<file path="src/rtl/agcm_pkg.sv">
// Package: shared types, constants and functions for the AES-128-GCM engine.
`timescale 1ns / 1ps
package agcm_pkg;

  typedef enum logic [1:0] {
    REQ_START  = 2'd0,
    REQ_AAD    = 2'd1,
    REQ_TEXT   = 2'd2,
    REQ_FINISH = 2'd3
  } req_t;

  localparam logic [2:0] CFG_KEY_HIGH = 3'd0;
  localparam logic [2:0] CFG_KEY_LOW  = 3'd1;
  localparam logic [2:0] CFG_IV_HIGH  = 3'd2;
  localparam logic [2:0] CFG_IV_LOW   = 3'd3;
  localparam logic [2:0] CFG_DECRYPT  = 3'd4;
  localparam logic [2:0] CFG_EXP_HIGH = 3'd5;
  localparam logic [2:0] CFG_EXP_LOW  = 3'd6;

  localparam logic [7:0] GF_POLY = 8'h1b;
  localparam logic [7:0] GHASH_R = 8'he1;

  typedef struct packed {
    logic [1:0]  req_type;
    logic [63:0] data_high;
    logic [63:0] data_low;
    logic [4:0]  byte_count;
  } in_word_t;

  typedef struct packed {
    logic [63:0] out_high;
    logic [63:0] out_low;
    logic [4:0]  out_bytes;
    logic        is_tag;
    logic        tag_ok;
  } out_word_t;

  // Control from sequencer to AES round unit.
  typedef struct packed {
    logic       load;
    logic       last;
    logic       step;
  } aes_ctl_t;

  function automatic logic [7:0] sbox(input logic [7:0] a);
    logic [7:0] t [256];
    t = '{
      8'h63,8'h7c,8'h77,8'h7b,8'hf2,8'h6b,8'h6f,8'hc5,8'h30,8'h01,8'h67,8'h2b,8'hfe,8'hd7,8'hab,8'h76,
      8'hca,8'h82,8'hc9,8'h7d,8'hfa,8'h59,8'h47,8'hf0,8'had,8'hd4,8'ha2,8'haf,8'h9c,8'ha4,8'h72,8'hc0,
      8'hb7,8'hfd,8'h93,8'h26,8'h36,8'h3f,8'hf7,8'hcc,8'h34,8'ha5,8'he5,8'hf1,8'h71,8'hd8,8'h31,8'h15,
      8'h04,8'hc7,8'h23,8'hc3,8'h18,8'h96,8'h05,8'h9a,8'h07,8'h12,8'h80,8'he2,8'heb,8'h27,8'hb2,8'h75,
      8'h09,8'h83,8'h2c,8'h1a,8'h1b,8'h6e,8'h5a,8'ha0,8'h52,8'h3b,8'hd6,8'hb3,8'h29,8'he3,8'h2f,8'h84,
      8'h53,8'hd1,8'h00,8'hed,8'h20,8'hfc,8'hb1,8'h5b,8'h6a,8'hcb,8'hbe,8'h39,8'h4a,8'h4c,8'h58,8'hcf,
      8'hd0,8'hef,8'haa,8'hfb,8'h43,8'h4d,8'h33,8'h85,8'h45,8'hf9,8'h02,8'h7f,8'h50,8'h3c,8'h9f,8'ha8,
      8'h51,8'ha3,8'h40,8'h8f,8'h92,8'h9d,8'h38,8'hf5,8'hbc,8'hb6,8'hda,8'h21,8'h10,8'hff,8'hf3,8'hd2,
      8'hcd,8'h0c,8'h13,8'hec,8'h5f,8'h97,8'h44,8'h17,8'hc4,8'ha7,8'h7e,8'h3d,8'h64,8'h5d,8'h19,8'h73,
      8'h60,8'h81,8'h4f,8'hdc,8'h22,8'h2a,8'h90,8'h88,8'h46,8'hee,8'hb8,8'h14,8'hde,8'h5e,8'h0b,8'hdb,
      8'he0,8'h32,8'h3a,8'h0a,8'h49,8'h06,8'h24,8'h5c,8'hc2,8'hd3,8'hac,8'h62,8'h91,8'h95,8'he4,8'h79,
      8'he7,8'hc8,8'h37,8'h6d,8'h8d,8'hd5,8'h4e,8'ha9,8'h6c,8'h56,8'hf4,8'hea,8'h65,8'h7a,8'hae,8'h08,
      8'hba,8'h78,8'h25,8'h2e,8'h1c,8'ha6,8'hb4,8'hc6,8'he8,8'hdd,8'h74,8'h1f,8'h4b,8'hbd,8'h8b,8'h8a,
      8'h70,8'h3e,8'hb5,8'h66,8'h48,8'h03,8'hf6,8'h0e,8'h61,8'h35,8'h57,8'hb9,8'h86,8'hc1,8'h1d,8'h9e,
      8'he1,8'hf8,8'h98,8'h11,8'h69,8'hd9,8'h8e,8'h94,8'h9b,8'h1e,8'h87,8'he9,8'hce,8'h55,8'h28,8'hdf,
      8'h8c,8'ha1,8'h89,8'h0d,8'hbf,8'he6,8'h42,8'h68,8'h41,8'h99,8'h2d,8'h0f,8'hb0,8'h54,8'hbb,8'h16
    };
    return t[a];
  endfunction

  function automatic logic [31:0] sub_word(input logic [31:0] w);
    return {sbox(w[31:24]), sbox(w[23:16]), sbox(w[15:8]), sbox(w[7:0])};
  endfunction

  function automatic logic [7:0] rcon(input logic [3:0] i);
    logic [7:0] r;
    case (i)
      4'd1: r = 8'h01;  4'd2: r = 8'h02;  4'd3: r = 8'h04;  4'd4: r = 8'h08;
      4'd5: r = 8'h10;  4'd6: r = 8'h20;  4'd7: r = 8'h40;  4'd8: r = 8'h80;
      4'd9: r = GF_POLY; 4'd10: r = 8'h36;
      default: r = 8'h00;
    endcase
    return r;
  endfunction

  function automatic logic [7:0] mul2(input logic [7:0] a);
    return {a[6:0], 1'b0} ^ (a[7] ? GF_POLY : 8'h00);
  endfunction

  // Mask of the leading n bytes of a 128-bit block, n already clamped to 16.
  function automatic logic [127:0] lead_mask(input logic [4:0] n);
    logic [127:0] m;
    for (int i = 0; i < 16; i++) m[127 - 8 * i -: 8] = (5'(i) < n) ? 8'hff : 8'h00;
    return m;
  endfunction

endpackage

</file>
<file path="src/rtl/agcm_ghash.sv">
// Module: GF(2^128) multiplier, eight bits of the operand per cycle while busy.
`timescale 1ns / 1ps
module agcm_ghash (
  input  logic         clk,
  input  logic         start,
  input  logic [127:0] x,
  input  logic [127:0] h,
  output logic [127:0] z,
  output logic         busy
);
  import agcm_pkg::*;

  logic [127:0] xs, v, zn, vn;
  logic [3:0]   cnt;

  always_comb begin
    zn = z;
    vn = v;
    for (int i = 0; i < 8; i++) begin
      if (xs[127 - i]) zn = zn ^ vn;
      vn = {1'b0, vn[127:1]} ^ (vn[0] ? {GHASH_R, 120'd0} : 128'd0);
    end
  end

  always_ff @(posedge clk) begin
    if (start) begin
      xs <= x; v <= h; z <= '0; cnt <= '0; busy <= 1'b1;
    end else if (busy) begin
      xs <= {xs[119:0], 8'd0}; v <= vn; z <= zn;
      cnt <= cnt + 4'd1;
      if (cnt == 4'd15) busy <= 1'b0;
    end
  end
endmodule

</file>
<file path="config.mk">
export PLATFORM = sky130hd
export DESIGN_NAME = agcm_ghash
export DESIGN_NICKNAME = d
export VERILOG_FILES = /design/src/rtl/agcm_pkg.sv /design/src/rtl/agcm_ghash.sv
export SDC_FILE = /design/constraint.sdc
export NUM_CORES = 2
export LEC_CHECK = 0
export BUFFER_PORTS_ARGS = -buffer_cell sky130_fd_sc_hd__buf_2
export CAP_MARGIN = 30
export CORE_MARGIN = 10
export CORE_UTILIZATION = 35
export CTS_CLUSTER_DIAMETER = 50
export DETAILED_ROUTE_END_ITERATION = 12
export REMOVE_ABC_BUFFERS = 1
export SLEW_MARGIN = 20
export SYNTH_ARGS = -nofsm -noshare
export SYNTH_HDL_FRONTEND = slang
export SYNTH_SLANG_ARGS = --single-unit
</file>
<file path="constraint.sdc">
create_clock -name clk -period 14.4 [get_ports clk]
set_input_delay 2.16 -clock clk [delete_from_list [all_inputs] [get_ports clk]]
set_output_delay 2.16 -clock clk [all_outputs]
set_load 0.02 [all_outputs]
</file>
# --- Word-level counts from Yosys, hierarchy flattened ---
# Cells that the tools add are included.
totals:
  word_cells: 46
  ram_bits: 0
  latchBits: 0
  reg_bits: 389
  rom_bits: 0
  n_memories: 0
  output_inout_bits: 129
classes:
  div: 0
  n_lt_le_gt_ge: 0
  n_mux: 22
  reduce_logical: 1
  n_shift: 0
  mul: 0
  n_eq_ne: 1
  n_bitwise: 16
  addsub: 1
op_table:
  columns: ["operator", "count"]
  rows:
  - ["$mux W128", 20]
  - ["$xor A127 B128 Y128", 8]
  - ["$xor A128 B128 Y128", 8]
  - ["$add A4 B1 Y4 const B", 1]
  - ["$eq A4 B4 Y1 const B", 1]
  - ["$mux W1", 2]
  - ["$reduce_bool A2 Y1", 1]

# --- Logic depth before layout (Yosys ltp) ---
depth:
  word_depth: 18
  mapped_depth: 10

# --- Worst setup path before layout ---
# Ideal clock, no wire load.
synth_timing:
  path_kind: "input -> register"
  start: "input start"
  end: "register v[0] (enable)"
  stages: 4
  path_slack_ps: 8101
  path_buffers: 3
  arrival_ps: 5787
  path_cell_list: "clkbuf_8 clkbuf_8 clkbuf_1 or2_2"
synth_between:
  elab_chain_len: 1
synth_lines:
  columns: ["item", "line", "text"]
  rows:
  - ["from (decl)", "agcm_ghash.sv:5", "input logic start,"]
  - ["$reduce_bool A2 Y1 (no source line)", null, null]
  - ["to (signal assigned)", "agcm_ghash.sv:29", "xs <= {xs[119:0], 8'd0}; v <= vn; z <= zn;"]
  - ["to (decl)", "agcm_ghash.sv:13", "logic [127:0] xs, v, zn, vn;"]
# No other way between the ends.
# A chain may end at the register's enable or synchronous reset.

==> run_results.csv <==
group,metric,value,unit
run_status,status,"completed",
synth,ys_top_cells_by_count,"1,131 x nand2_1, 768 x xnor2_1, 258 x xor2_1",
synth,synth_cell_types,45,
final_layout,nNetsFinal,3771,
worst_setup_path,critPathLaunch,"start",
sta,setup_viol,0,
worst_setup_path,rr_endpoint,"v[9]",
synth,synthMostInstantiatedCell,"nand2_1",
sta,finalCritPeriodShare,35.3,%
clock_network,cts-root-buf,"clkbuf_16",
floorplanning,core.rowCount,105,
worst_setup_path,cp.required,14910,ps
sta,holdWs,497,ps
synth,ys_warn_count,0,
worst_setup_path,cp-endpoint,"z[120]",
sta,report.final.slew_viol_count,0,
drt,drt_pass1_iterations,6,
drt,wirelength,84400,µm
synth,syn_area,0.0290,mm²
floorplanning,core,0.0821,mm²
synth,synth_flop_cell,"edfxtp_1",
grt,grt_max_degree,136,
worst_setup_path,worstSetupPathType,"in2reg",
placed_design,place.gp.congestion,0.784,
worst_setup_path,timing.rr.start,"busy",
floorplanning,io_pins,387,
floorplanning,die_x,308,µm
sta,worst_pin_slew,1010,ps
clock_network,htreeDepth,2,
sta,rsz0062_at_grt,"no",
drt,first_iter_violations,1570,
sta,skew,17.6,ps
synth,synth-edff-count,256,
placed_design,dpl.hpwl,54700,µm
worst_setup_path,critPathArrivalTime,5590,ps
final_layout,drive_above_1_share,21.7,%
grt,grt_pass1_wl,132000,µm
worst_setup_path,cp_max_fo,80,
final_layout,final_core_util,40.6,%
sta,period_needed,5080,ps
sta,hold_viol,0,
final_layout,final_area,0.0333,mm²
grt,grt_pass1_vias,22100,
drt,postRouteAntennaNets,0,
synth,async_flop_share,0,%
synth,syn_inst,3341,
worst_setup_path,reg2reg_slack,11120,ps
placed_design,dpl_cell_area,0.0312,mm²
clock_network,numCtsBuffers,61,
synth,yosys-top-cells-area,"edfxtp_1 26%, xnor2_1 23%, nand2_1 15%",
drt,drc,0,
synth,yosysSeqAreaShare,35.6,%
job,maxCapViolations,0,
placed_design,pre_cts_ws,8630,ps
sta,fin_setup_tns,0,ps
clock_network,clk_pin_slew_worst_paths,50,ps
worst_setup_path,critPathLaunchType,"input port",
worst_setup_path,r2r_cells,5,
synth,synth-seq-cells,389,
sta,fmax,0.197,GHz
floorplanning,die_y,308,µm
min_path,hold_path_class,"reg2reg",
synth,yosysTopAreaCellShare,26.5,%
synth,synth.largest_area_cell,"edfxtp_1",
clock_network,ctsHoldBuffers,0,
placed_design,port_buffers,386,
clock_network,cts-resized-gates,0,
drt,num_vias,22000,
floorplanning,start_util,35.4,%
drt,avgViaCountPerCell,4.75,
clock_network,post_cts_buffers,0,
clock_network,insertion_delay,620,ps
floorplanning,die-area,0.0949,mm²
grt,track_usage,17.3,%
grt,grt-ovfl-total,0,
sta,slew_headroom,32.7,%
drt,avgRoutedWirePerCell,18.2,µm
worst_setup_path,end_kind,"flop",
grt,antenna_found_initial,12,
final_layout,area_delta_synth_final,14.7,%
sta,fin_ws,9320,ps
clock_network,clock_path_buffers,3,
clock_network,cts.sink_count,389,
clock_network,cts_tree,"done",
synth,syn-mean-instance-area,8.69,µm²
power_and_ir_drop,vdd_ir_drop_max,0.0880,mV
power_and_ir_drop,p_leak,0.0138,µW
power_and_ir_drop,power.density,173,mW/mm²
-- cells in the final DEF (no fill, tap or decap), drive strengths merged, types with 5 or more instances in the layout --
master,netlist,routed
diode,0,5
inv,6,31
bufinv,0,5
buf,167,412
nand3,9,9
clkbuf,137,77
mux2,245,245
nor2,132,132
dfxtp,133,133
a21oi,22,22
a211oi,6,6
nor3,5,5
mux2i,6,6
nand2,1132,1132
and2,8,8
o21ai,9,9
xnor2,769,769
clkinv,0,6
xor2,264,264
edfxtp,256,256
-- registers in the layout (all words and copies together) (netlist names) --
register / count
busy: 1
xs: 128
z: 128
cnt: 4
v: 128
-- logic make-up after synthesis --
| logic type | after synthesis | share of synthesized area [%] |
|---|---|---|
| and+or+nand+nor | 1301 | 17.1 |
| xor gates and xnor gates | 1037 | 31.7 |
| DFF | 389 | 35.6 |
| buffers and inverters | 310 | 4.71 |
| muxes | 251 | 9.71 |
| AOI/OAI and AO/OA | 52 | 1.10 |
| adders and majority gates | 1 | 0.0431 |
-- layout make-up --
| type | count | area, µm² |
|---|---|---|
| fill | 8069 | 48800 |
| antenna | 5 | 12.5 |
| sequential | 389 | 10400 |
| clock inverter | 37 | 450 |
| clock buffer | 77 | 1620 |
| multi-input combinational | 2642 | 17300 |
| inverter | 6 | 22.5 |
| tap | 1070 | 1340 |
| timing repair buffer | 412 | 2190 |
-- where the power goes --
part / total, µW / switching [µW] / internal, µW
sequential: 1720 / 277 / 1450
combinational: 2530 / 1340 / 1180
clock: 1500 / 593 / 908
total: 5750 / 2210 / 3540
-- routing by layer --
metal / wire length [µm] / part of all wire [%] / vias up / global-route usage (%)
li1: - / - / 10800 / -
met2: 41900 / 50 / 544 / 29.8
met4: 2080 / 2.5 / 2 / 5.14
met1: 36300 / 43 / 10600 / 21.9
met5: 7 / 0.0083 / - / 0
met3: 4140 / 4.9 / 121 / 2.75
-- how the worst min path moves through the flow --
stage	cells past startpoint	slack [ps]	endpoint	startpoint
after CTS	2	500	z[118]	z[118]
final	2	500	z[118]	z[118]
after global routing	2	530	z[85]	z[85]
after detailed placement	2	480	z[118]	z[118]
after floorplan	2	480	busy	cnt[3]
after global placement	2	470	z[118]	z[118]
-- metrics by stage --
stage,instances,total power (µW)
final,4638,5750
after global routing,4638,6160
after CTS,4633,5830
after detailed placement,4519,4290
after global placement,4517,4270
after floorplan,3037,3650
-- worst max-delay path: stages --
cell	delay [ps]
buf_8	420
buf_4	680
buf_4	780
buf_4	710
or2b_2	260
a21oi_1	50
a211o_1	320
Note: power is estimated with default switching activity, not from simulation.
